==> config.mk <==
export PLATFORM = sky130hd
export DESIGN_NAME = stream_substring_replace_unit
export DESIGN_NICKNAME = d
export VERILOG_FILES = /design/src/hw/rtl/ssr_pkg.sv /design/src/hw/rtl/ssr_window.sv /design/src/hw/rtl/stream_substring_replace_unit.sv
export SDC_FILE = /design/constraint.sdc
export NUM_CORES = 1
export LEC_CHECK = 0
export ABC_CLOCK_PERIOD_IN_PS = 9870
export BUFFER_PORTS_ARGS = -buffer_cell sky130_fd_sc_hd__buf_4
export CAP_MARGIN = 20
export CORE_ASPECT_RATIO = 1.2
export CORE_UTILIZATION = 65
export CTS_CLUSTER_DIAMETER = 100
export DETAILED_ROUTE_END_ITERATION = 8
export GPL_TIMING_DRIVEN = 0
export MAX_ROUTING_LAYER = met4
export PLACE_DENSITY_LB_ADDON = 0.25
export RECOVER_POWER = 25
export REMOVE_ABC_BUFFERS = 1
export SLEW_MARGIN = 20
export SYNTH_ARGS = -nofsm -noshare
export SYNTH_HDL_FRONTEND = slang
export SYNTH_SLANG_ARGS = --single-unit
==> constraint.sdc <==
create_clock -name aclk -period 9.87 [get_ports aclk]
set_input_delay 0.4935 -clock aclk [delete_from_list [all_inputs] [get_ports aclk]]
set_output_delay 0.4935 -clock aclk [all_outputs]
set_load 0.005 [all_outputs]
==> src/hw/rtl/ssr_pkg.sv <==
package ssr_pkg;

    localparam int MAX_PATTERN     = 8;
    localparam int MAX_REPLACEMENT = 8;
    localparam int BURST_DEPTH     = 8;
    localparam int LEN_W           = 4;
    localparam int IDX_W           = 3;
    localparam int CFG_IDX_W       = 2;
    localparam int WORD_W          = 64;

    // Register indexes on the configuration channel
    localparam logic [CFG_IDX_W-1:0] CFG_PATTERN_BYTES     = 2'd0;
    localparam logic [CFG_IDX_W-1:0] CFG_PATTERN_LEN       = 2'd1;
    localparam logic [CFG_IDX_W-1:0] CFG_REPLACEMENT_BYTES = 2'd2;
    localparam logic [CFG_IDX_W-1:0] CFG_REPLACEMENT_LEN   = 2'd3;

    // Eight byte lanes, lane 0 in the lowest bits
    typedef logic [BURST_DEPTH-1:0][7:0] byte_vec_t;

    // Group of results caused by one input transaction
    typedef struct packed {
        byte_vec_t        bytes;
        logic [LEN_W-1:0] cnt;      // number of results, 0 means none
        logic             end_flag; // last result closes the string
        logic             bare;     // single end marker without a byte
    } burst_t;

endpackage

==> src/hw/rtl/ssr_window.sv <==
module ssr_window
    import ssr_pkg::*;
(
    input  logic             aclk,
    input  logic             aresetn,
    input  logic             accept,
    input  logic [7:0]       text_byte,
    input  logic             end_of_text,
    input  logic             fill_clear,
    input  logic [LEN_W-1:0] plen,
    input  logic [LEN_W-1:0] rlen,
    input  byte_vec_t        pattern,
    input  byte_vec_t        replacement,
    output burst_t           burst
);

    byte_vec_t        win_reg;
    byte_vec_t        win_next;
    logic [LEN_W-1:0] fill_reg;
    logic [LEN_W-1:0] fill_next;

    byte_vec_t        win_w;
    logic [IDX_W-1:0] wr_pos;
    logic [LEN_W-1:0] new_fill;
    logic             hit;
    logic             full;

    // Write the new byte into the window and compare against the pattern
    always_comb begin
        wr_pos   = (fill_reg >= plen) ? '0 : fill_reg[IDX_W-1:0];
        win_w    = win_reg;
        win_w[wr_pos] = text_byte;
        new_fill = {1'b0, wr_pos} + LEN_W'(1);
        full     = (new_fill == plen);
        hit      = 1'b1;
        for (int i = 0; i < MAX_PATTERN; i++) begin
            if ((LEN_W'(i) < plen) && (win_w[i] != pattern[i])) begin
                hit = 1'b0;
            end
        end
    end

    // Decide the results and the next window state
    always_comb begin
        burst     = '0;
        win_next  = win_reg;
        fill_next = fill_reg;
        if (accept) begin
            win_next  = win_w;
            fill_next = new_fill;
            if (full && hit) begin
                fill_next      = '0;
                burst.end_flag = end_of_text;
                if (rlen == '0) begin
                    // deletion: only a bare end marker on the final byte
                    burst.cnt  = end_of_text ? LEN_W'(1) : '0;
                    burst.bare = end_of_text;
                end else begin
                    burst.bytes = replacement;
                    burst.cnt   = rlen;
                end
            end else if (full && !end_of_text) begin
                // no match: emit oldest byte and slide
                burst.bytes[0] = win_w[0];
                burst.cnt      = LEN_W'(1);
                for (int i = 0; i < MAX_PATTERN - 1; i++) begin
                    win_next[i] = win_w[i+1];
                end
                fill_next = plen - LEN_W'(1);
            end else if (end_of_text) begin
                // final byte: flush what the window holds
                burst.bytes    = win_w;
                burst.cnt      = new_fill;
                burst.end_flag = 1'b1;
                fill_next      = '0;
            end
        end
        if (fill_clear) begin
            fill_next = '0;
        end
    end

    // Window contents need no reset: only filled entries are read
    always_ff @(posedge aclk) begin
        win_reg <= win_next;
    end

    always_ff @(posedge aclk) begin
        if (!aresetn) begin
            fill_reg <= '0;
        end else begin
            fill_reg <= fill_next;
        end
    end

endmodule

==> src/hw/rtl/stream_substring_replace_unit.sv <==
// A result reaches the m_ channel from its input transaction through the burst register, then the output register.
// Throughput: one input transaction per cycle while each yields at most one result and the output is not stalled;
// an item that expands to n results holds the burst register until all n have moved to the output register.
// Reset (aresetn low, synchronous): channels empty, window emptied, pattern_len = 1,
// other configuration registers and burst index 0; window bytes, burst contents and output data are not cleared.
module stream_substring_replace_unit
    import ssr_pkg::*;
(
    input  logic                 aclk,
    input  logic                 aresetn,
    // input stream
    input  logic                 s_tvalid,
    output logic                 s_tready,
    input  logic [7:0]           s_tdata,   // [7:0] text_byte
    input  logic                 s_tlast,   // end_of_text
    // result stream
    output logic                 m_tvalid,
    input  logic                 m_tready,
    output logic [7:0]           m_tdata,   // [7:0] out_byte
    output logic                 m_tuser,   // [0] byte_present
    output logic                 m_tlast,   // end_of_result
    // configuration writes
    input  logic                 cfg_valid,
    output logic                 cfg_ready,
    input  logic [CFG_IDX_W-1:0] cfg_index,
    input  logic [WORD_W-1:0]    cfg_data
);

    logic [WORD_W-1:0] pattern_reg;
    logic [LEN_W-1:0]  plen_reg;
    logic [WORD_W-1:0] repl_reg;
    logic [LEN_W-1:0]  rlen_reg;

    logic [LEN_W-1:0]  plen_eff;
    logic [LEN_W-1:0]  rlen_eff;
    logic              cfg_wr;
    logic              plen_wr;

    burst_t            new_burst;
    burst_t            burst_reg;
    logic              burst_valid_reg;
    logic [IDX_W-1:0]  idx_reg;

    logic              s_accept;
    logic              move;
    logic              last_beat;

    logic              out_valid_reg;
    logic [7:0]        out_byte_reg;
    logic              out_present_reg;
    logic              out_last_reg;

    // Configuration registers, always ready
    assign cfg_ready = 1'b1;
    assign cfg_wr    = cfg_valid && cfg_ready;
    assign plen_wr   = cfg_wr && (cfg_index == CFG_PATTERN_LEN);

    always_ff @(posedge aclk) begin
        if (!aresetn) begin
            pattern_reg <= '0;
            plen_reg    <= LEN_W'(1);
            repl_reg    <= '0;
            rlen_reg    <= '0;
        end else if (cfg_wr) begin
            case (cfg_index)
                CFG_PATTERN_BYTES:     pattern_reg <= cfg_data;
                CFG_PATTERN_LEN:       plen_reg    <= cfg_data[LEN_W-1:0];
                CFG_REPLACEMENT_BYTES: repl_reg    <= cfg_data;
                CFG_REPLACEMENT_LEN:   rlen_reg    <= cfg_data[LEN_W-1:0];
                default: ;
            endcase
        end
    end

    // Clamp lengths to the supported range
    always_comb begin
        if (plen_reg == '0) begin
            plen_eff = LEN_W'(1);
        end else if (plen_reg > LEN_W'(MAX_PATTERN)) begin
            plen_eff = LEN_W'(MAX_PATTERN);
        end else begin
            plen_eff = plen_reg;
        end
        rlen_eff = (rlen_reg > LEN_W'(MAX_REPLACEMENT)) ? LEN_W'(MAX_REPLACEMENT) : rlen_reg;
    end

    ssr_window u_window (
        .aclk        (aclk),
        .aresetn     (aresetn),
        .accept      (s_accept),
        .text_byte   (s_tdata),
        .end_of_text (s_tlast),
        .fill_clear  (plen_wr),
        .plen        (plen_eff),
        .rlen        (rlen_eff),
        .pattern     (byte_vec_t'(pattern_reg)),
        .replacement (byte_vec_t'(repl_reg)),
        .burst       (new_burst)
    );

    // Handshake between burst register and output register
    assign move      = burst_valid_reg && (!out_valid_reg || m_tready);
    assign last_beat = ({1'b0, idx_reg} == (burst_reg.cnt - LEN_W'(1)));
    assign s_tready  = !burst_valid_reg || (move && last_beat);
    assign s_accept  = s_tvalid && s_tready;

    // Burst register: holds the results of one item until all are sent
    always_ff @(posedge aclk) begin
        if (!aresetn) begin
            burst_valid_reg <= 1'b0;
            idx_reg         <= '0;
        end else if (s_accept) begin
            burst_valid_reg <= (new_burst.cnt != '0);
            idx_reg         <= '0;
        end else if (move) begin
            if (last_beat) begin
                burst_valid_reg <= 1'b0;
            end
            idx_reg <= idx_reg + IDX_W'(1);
        end
    end

    always_ff @(posedge aclk) begin
        if (s_accept) begin
            burst_reg <= new_burst;
        end
    end

    // Output register
    always_ff @(posedge aclk) begin
        if (!aresetn) begin
            out_valid_reg <= 1'b0;
        end else if (move) begin
            out_valid_reg <= 1'b1;
        end else if (m_tready) begin
            out_valid_reg <= 1'b0;
        end
    end

    always_ff @(posedge aclk) begin
        if (move) begin
            out_byte_reg    <= burst_reg.bytes[idx_reg];
            out_present_reg <= !burst_reg.bare;
            out_last_reg    <= burst_reg.end_flag && last_beat;
        end
    end

    assign m_tvalid = out_valid_reg;
    assign m_tdata  = out_byte_reg;
    assign m_tuser  = out_present_reg;
    assign m_tlast  = out_last_reg;

    // A held burst never runs past its count
    a_idx_in_range: assert property (@(posedge aclk) disable iff (!aresetn)
        burst_valid_reg |-> ({1'b0, idx_reg} < burst_reg.cnt))
        else $error("burst index beyond count");

    // Empty bursts are never held
    a_burst_nonempty: assert property (@(posedge aclk) disable iff (!aresetn)
        burst_valid_reg |-> (burst_reg.cnt != '0))
        else $error("empty burst held");

    // Input only stalls behind a pending burst
    a_stall_cause: assert property (@(posedge aclk) disable iff (!aresetn)
        !s_tready |-> burst_valid_reg)
        else $error("input stalled with no burst pending");

    // A bare end marker always closes the string
    a_bare_is_last: assert property (@(posedge aclk) disable iff (!aresetn)
        (m_tvalid && !m_tuser) |-> m_tlast)
        else $error("bare marker without end flag");

endmodule
# Word-level counts from Yosys, hierarchy flattened
# Index checks and enable logic that the tools add are counted.
[totals]
reg_bits = 289
latch_bits = 0
ram_bits = 0
rom_bits = 0
out_inout_bits = 13
word_cells = 137
memories = 0
[op_classes]
n_addsub = 4
n_mul = 0
n_div = 0
n_lt_le_gt_ge = 14
eq_ne = 13
n_shift = 0
n_mux = 38
bitwise_logic = 1
reduce_logical = 37
[ops]
columns = ["cell", "count"]
rows = [
  ["two-way mux 56 bit", 3],
  ["two-way mux 69 bit", 2],
  ["bitwise mux 64 bit", 1],
  ["two-way mux 64 bit", 1],
  ["!= test 8 bit", 8],
  ["two-way mux 4 bit", 7],
  ["binary-select mux 8 bit (select 3 bit)", 1],
  ["demux 8 bit (select 3 bit)", 1],
  ["two-way mux 1 bit", 17],
  ["logical AND 1 bit", 16],
  ["less-than comparator 3 x 4 -> 1 bit (first input constant)", 4],
  ["two-way mux 8 bit", 2],
  ["two-way mux 12 bit", 1],
  ["AND reduction 2 bit", 5],
  ["> comparator 4 bit (second input constant)", 2],
  ["logical NOT 4 bit", 2],
  ["less-than comparator 1 x 4 -> 1 bit (first input constant)", 2],
  ["less-than comparator 2 x 4 -> 1 bit (first input constant)", 2],
  ["less-than comparator 3 x 4 -> 1 bit (second input constant)", 2],
  ["subtractor 4 x 1 -> 4 bit (second input constant)", 2],
  ["two-way mux 6 bit", 1],
  ["nonzero test 2 bit", 3],
  ["adder 3 x 1 -> 4 bit (second input constant)", 1],
  ["== test 2 bit (second input constant)", 2],
  ["14 further kinds", 19],
]

# Depth between registers and ports, before layout
[depth]
ltp_word = 25
mapped_depth = 23

# Modules after synthesis
# From an unflattened synthesis, not the netlist that was laid out.
[unflattened]
cells_unflattened = 1495
area_unflattened_um2 = 14911.8
[by_module_without_submodules]
columns = ["module", "instances", "cells_each", "area_per_inst_um2", "seq_area_each_um2"]
rows = [
  ["stream_substring_replace_unit", 1, 748, 7956.4, 5225.0],
  ["ssr_window", 1, 747, 6955.4, 2001.9],
]

# Worst setup path after synthesis
# Ideal clock, no wire load.
[synth_timing]
path_kind = "register to register"
startpoint = "reg idx_reg[0]"
endpoint = "reg burst_reg[7] (netlist bit), data pin"
t_arrival_ns = 5.386
slack_ns = 4.350
path_stages_with_launch = 11
period_less_slack_ns = 5.520
cell_sequence = "dfxtp_1 -> clkbuf_1 -> xor2_1 -> nand4_1 -> o21ai_0 -> nand2_1 -> inv_1 -> nand2_1 -> nor2_4 -> buf_2 -> a22o_1"
[synth_between]
elab_chain_len = 4
[synth_rtl]
columns = ["item", "line_no", "text"]
rows = [
  ["start: declaration", "stream_substring_replace_unit.sv:42", "logic [IDX_W-1:0] idx_reg;"],
  ["start signal: assignment", "stream_substring_replace_unit.sv:119", "idx_reg <= idx_reg + IDX_W'(1);"],
  ["== test 3 x 4 -> 1 bit", "stream_substring_replace_unit.sv:103", "assign last_beat = ({1'b0, idx_reg} == (burst_reg.cnt - LEN_W'(1)));"],
  ["logical AND 1 bit", "stream_substring_replace_unit.sv:104", "assign s_tready = !burst_valid_reg || (move && last_beat);"],
  ["logical OR 1 bit", "stream_substring_replace_unit.sv:104", ""],
  ["via s_tready", "stream_substring_replace_unit.sv:13", "output logic s_tready,"],
  ["logical AND 1 bit", "stream_substring_replace_unit.sv:105", "assign s_accept = s_tvalid && s_tready;"],
  ["via s_accept", "stream_substring_replace_unit.sv:44", "logic s_accept;"],
  ["end signal: assignment", "stream_substring_replace_unit.sv:125", "burst_reg <= new_burst;"],
  ["end: declaration", "stream_substring_replace_unit.sv:40", "burst_t burst_reg;"],
]
# The timed path passes the listed nets, and every way through them passes these cells.
# A chain may end at the register's enable or synchronous reset.

==> summary.txt <==
Power
  – Leak: 5.94 nW
  – Total power: 3.02 mW
  – Max rail drop VDD: 0.000154 V
  – PwrDens: 182 nW/um2

Worst setup path
  – Cell count of the worst reg-to-reg path: 15
  – FF-to-FF setup slack: 3120 ps
  – Worst setup path end: u_window.win_reg[18]
  – Worst path max stage delay: 660 ps
  – Worst Setup SP: plen_reg[2]
  – Worst EP required: 10,290 ps
  – Critical path endpoint category: flip-flop
  – WS Path Type: flip-flop to flip-flop
  – CP Launch Type: flip-flop
  – Critical Path AT: 7170 ps
  – Critical register-to-register path endpoint: u_window.win_reg[18]
  – CP dominant cell by count: nor2_1
  – Worst path cell trace: nor2_1 > nor2_1 > nor2_1 > ha_1 > nor3b_2 > o211ai_1 > buf_4 > nor2_2 > mux2_2 > a2111oi_0 > a31oi_1 > nor4b_4 > a21o_4 > mux2i_1 > o221a_2
  – Startpoint of the worst register-to-register path: plen_reg[2]
  – Slowest-stage cell, CP: nor2_2
  – Critical path fanouts, max: 39

Timing
  – Headroom to the max-slew limit: -2.29
  – Final setup vio count: 0
  – Final hold violations: 0
  – RSZ-0062 raised after global routing: no
  – Hold_ws: 208 ps
  – Slew Viols, Final: 142
  – Fmax: 148 MHz
  – Worst-Margin Slew: 4940 ps
  – Tmin final: 6750 ps
  – Period utilization: 0.684
  – Final Skew: 8.12 ps
  – Setup tns final: 0 ps

Routing
  – Vias post-DR: 11,600
  – Final wirelength: 41,300 um
  – DRT antenna net count: 0
  – First-pass DRT Iterations: 6
  – DR iter-0 viols: 1,259
  – DRC: 0
  – Avg Vias per Cell: 6.55
  – Routed len/inst: 23.3 um

Clocking
  – Clk sinks: 289
  – Post-CTS Setup Bufs: 0
  – H-Tree Depth: 1
  – Root Driver: clkbuf_16
  – Clk Latency, worst-skew pair: 550 ps
  – Clock transition at path regs: 70 ps
  – Total CTS buffers: 28
  – TritonCTS clock tree: done
  – Hold_buf cts: 0
  – Resized cells post-CTS: 0
  – Clk buf depth: 3

Global routing
  – GR met3 Demand/Resource: 0.0474
  – Number of global-route vias before repair: 11,200
  – GRT met2 Usage: 0.613
  – GRT Resource Usage Total: 0.368
  – GR Overflow Total: 0
  – Initial antenna violation count: 2
  – First-pass GRT wire length: 63,400 um
  – Pin count of the biggest net entering global routing: 142
  – Gr busiest metal: met2
  – GRT met1 Usage: 0.432

Synth
  – Post-Synth Simple-Gate Area: 0.140
  – Number of unique standard cell types used by synthesis: 73
  – Post-synthesis mux area share: 0.0793
  – Yosys warning count: 0
  – Ys async rst share: 0
  – Register area share after synthesis: 0.490
  – Number of cells produced by synthesis: 1,431
  – Xor/xnor cell area share of the yosys netlist: 0.0505
  – Post-synth EDFFs: 144
  – Synthesized cell area: 14,700 um2
  – Syn Area/Cell: 10.3 um2
  – Post-Synth Adder-Cell Area: 0.00933
  – Main synth FF type: dfxtp_1
  – Main combinational cell family by area after synthesis: compound AO/OA/AOI/OAI gates
  – Seq cells post-synth: 289
  – Synth Area in Compound Gates: 0.190

Cells and area
  – Max reg flops: 70
  – Layout cells sized above 1: 0.164
  – # nets final: 1,560
  – Area grow syn2layout: 12.7%
  – Commonest non-fill, non-tap cell in the layout: nand2_1
  – Most frequent cells in the layout: nand2_1, edfxtp_1, dfxtp_1

Run
  – Max-Cap Viols: 1

Floorplanning
  – Starting Density: 0.659
  – Die Span Y: 167 um
  – Std-Cell Rows: 60
  – Ports: 93
  – Chip width: 139 um
  – Die area: 23,300 um2
  – Placeable Area: 22,400 um2

Run status
  – Failing checks: max-capacitance violations, max-slew violations
  – Status: finished, violations left

Placement
  – Gpl congestion: 0.936
  – Hpwl dp: 28,100 um
  – Port bufs: 91

Hold path
  – Worst min path class: input port to flip-flop
==> worst max-delay path, delay by kind of cell (launching register included) <==
kind                     cells  cell delay (ps)
AO/OA/AOI/OAI                5             2170
adder cells (fa/ha/maj)      1              380
buffers and inverters        1              290
flip-flops                   1              390
multiplexers                 2             1110
AND/OR/NAND/NOR              6             2240
==> power breakdown <==
part	total [mW]	switching, mW	internal, mW
clock network	1.13	0.489	0.640
registers	1.45	0.0799	1.37
logic	0.440	0.241	0.199
==> cell families after synthesis <==
family	count (synthesis)
simple gates	459
compound gates	350
flops	289
buf+inv	144
mux	92
xor+xnor	85
fa+ha+maj	11
other cells	1
==> cell type report <==
type | count | area (um2)
multi-input combinational | 998 | 6970
antenna | 2 | 5.00
inverter | 47 | 184
timing repair buffer | 105 | 902
sequential | 289 | 7230
clock buffer | 33 | 803
tap | 279 | 349
fill | 1564 | 5760
clock inverter | 19 | 176
==> Yosys cell counts, types with 29 or more instances <==
| cell type | instances | area (um2) |
|---|---|---|
| inv_1 | 47 | 176 |
| nand2_1 | 291 | 1090 |
| nor2_1 | 42 | 158 |
| mux2i_1 | 51 | 510 |
| xnor2_1 | 48 | 420 |
| a21oi_1 | 29 | 145 |
| dfxtp_1 | 145 | 2900 |
| o2bb2ai_1 | 39 | 342 |
| a22o_1 | 29 | 254 |
| or3_1 | 48 | 300 |
| edfxtp_1 | 144 | 4320 |
| a21boi_0 | 128 | 961 |
| clkbuf_1 | 72 | 270 |
| xor2_1 | 37 | 324 |
==> how the worst min path moves through the flow <==
stage	start	to	slack, ps	depth (start not counted)
global placement	repl_reg[6]	repl_reg[6]	450	2
finish	cfg_data[11]	repl_reg[11]	210	3
floorplan	u_window.fill_reg[3]	u_window.fill_reg[3]	430	2
detailed placement	pattern_reg[29]	pattern_reg[29]	460	2
global route	cfg_data[43]	pattern_reg[43]	210	3
CTS	cfg_data[9]	pattern_reg[9]	200	3
==> per-stage QoR <==
step | cells | util | setup slack [ps] | instance area [um2]
CTS | 1770 | 0.742 | 3240 | 16600
finish | 1772 | 0.743 | 3120 | 16600
global placement | 1704 | 0.687 | 1190 | 15400
floorplan | 1334 | - | 3630 | 14300
global route | 1772 | 0.743 | 2850 | 16600
detailed placement | 1718 | 0.699 | 3310 | 15600
==> layer usage <==
metal | wire, um | part of all wire | vias up
met5 | 0 | 0 | -
li1 | - | - | 5280
met1 | 15600 | 0.38 | 5609
met2 | 20400 | 0.49 | 578
met4 | 2380 | 0.058 | 0
met3 | 3000 | 0.073 | 140
Power figures use the tool's default switching activity.
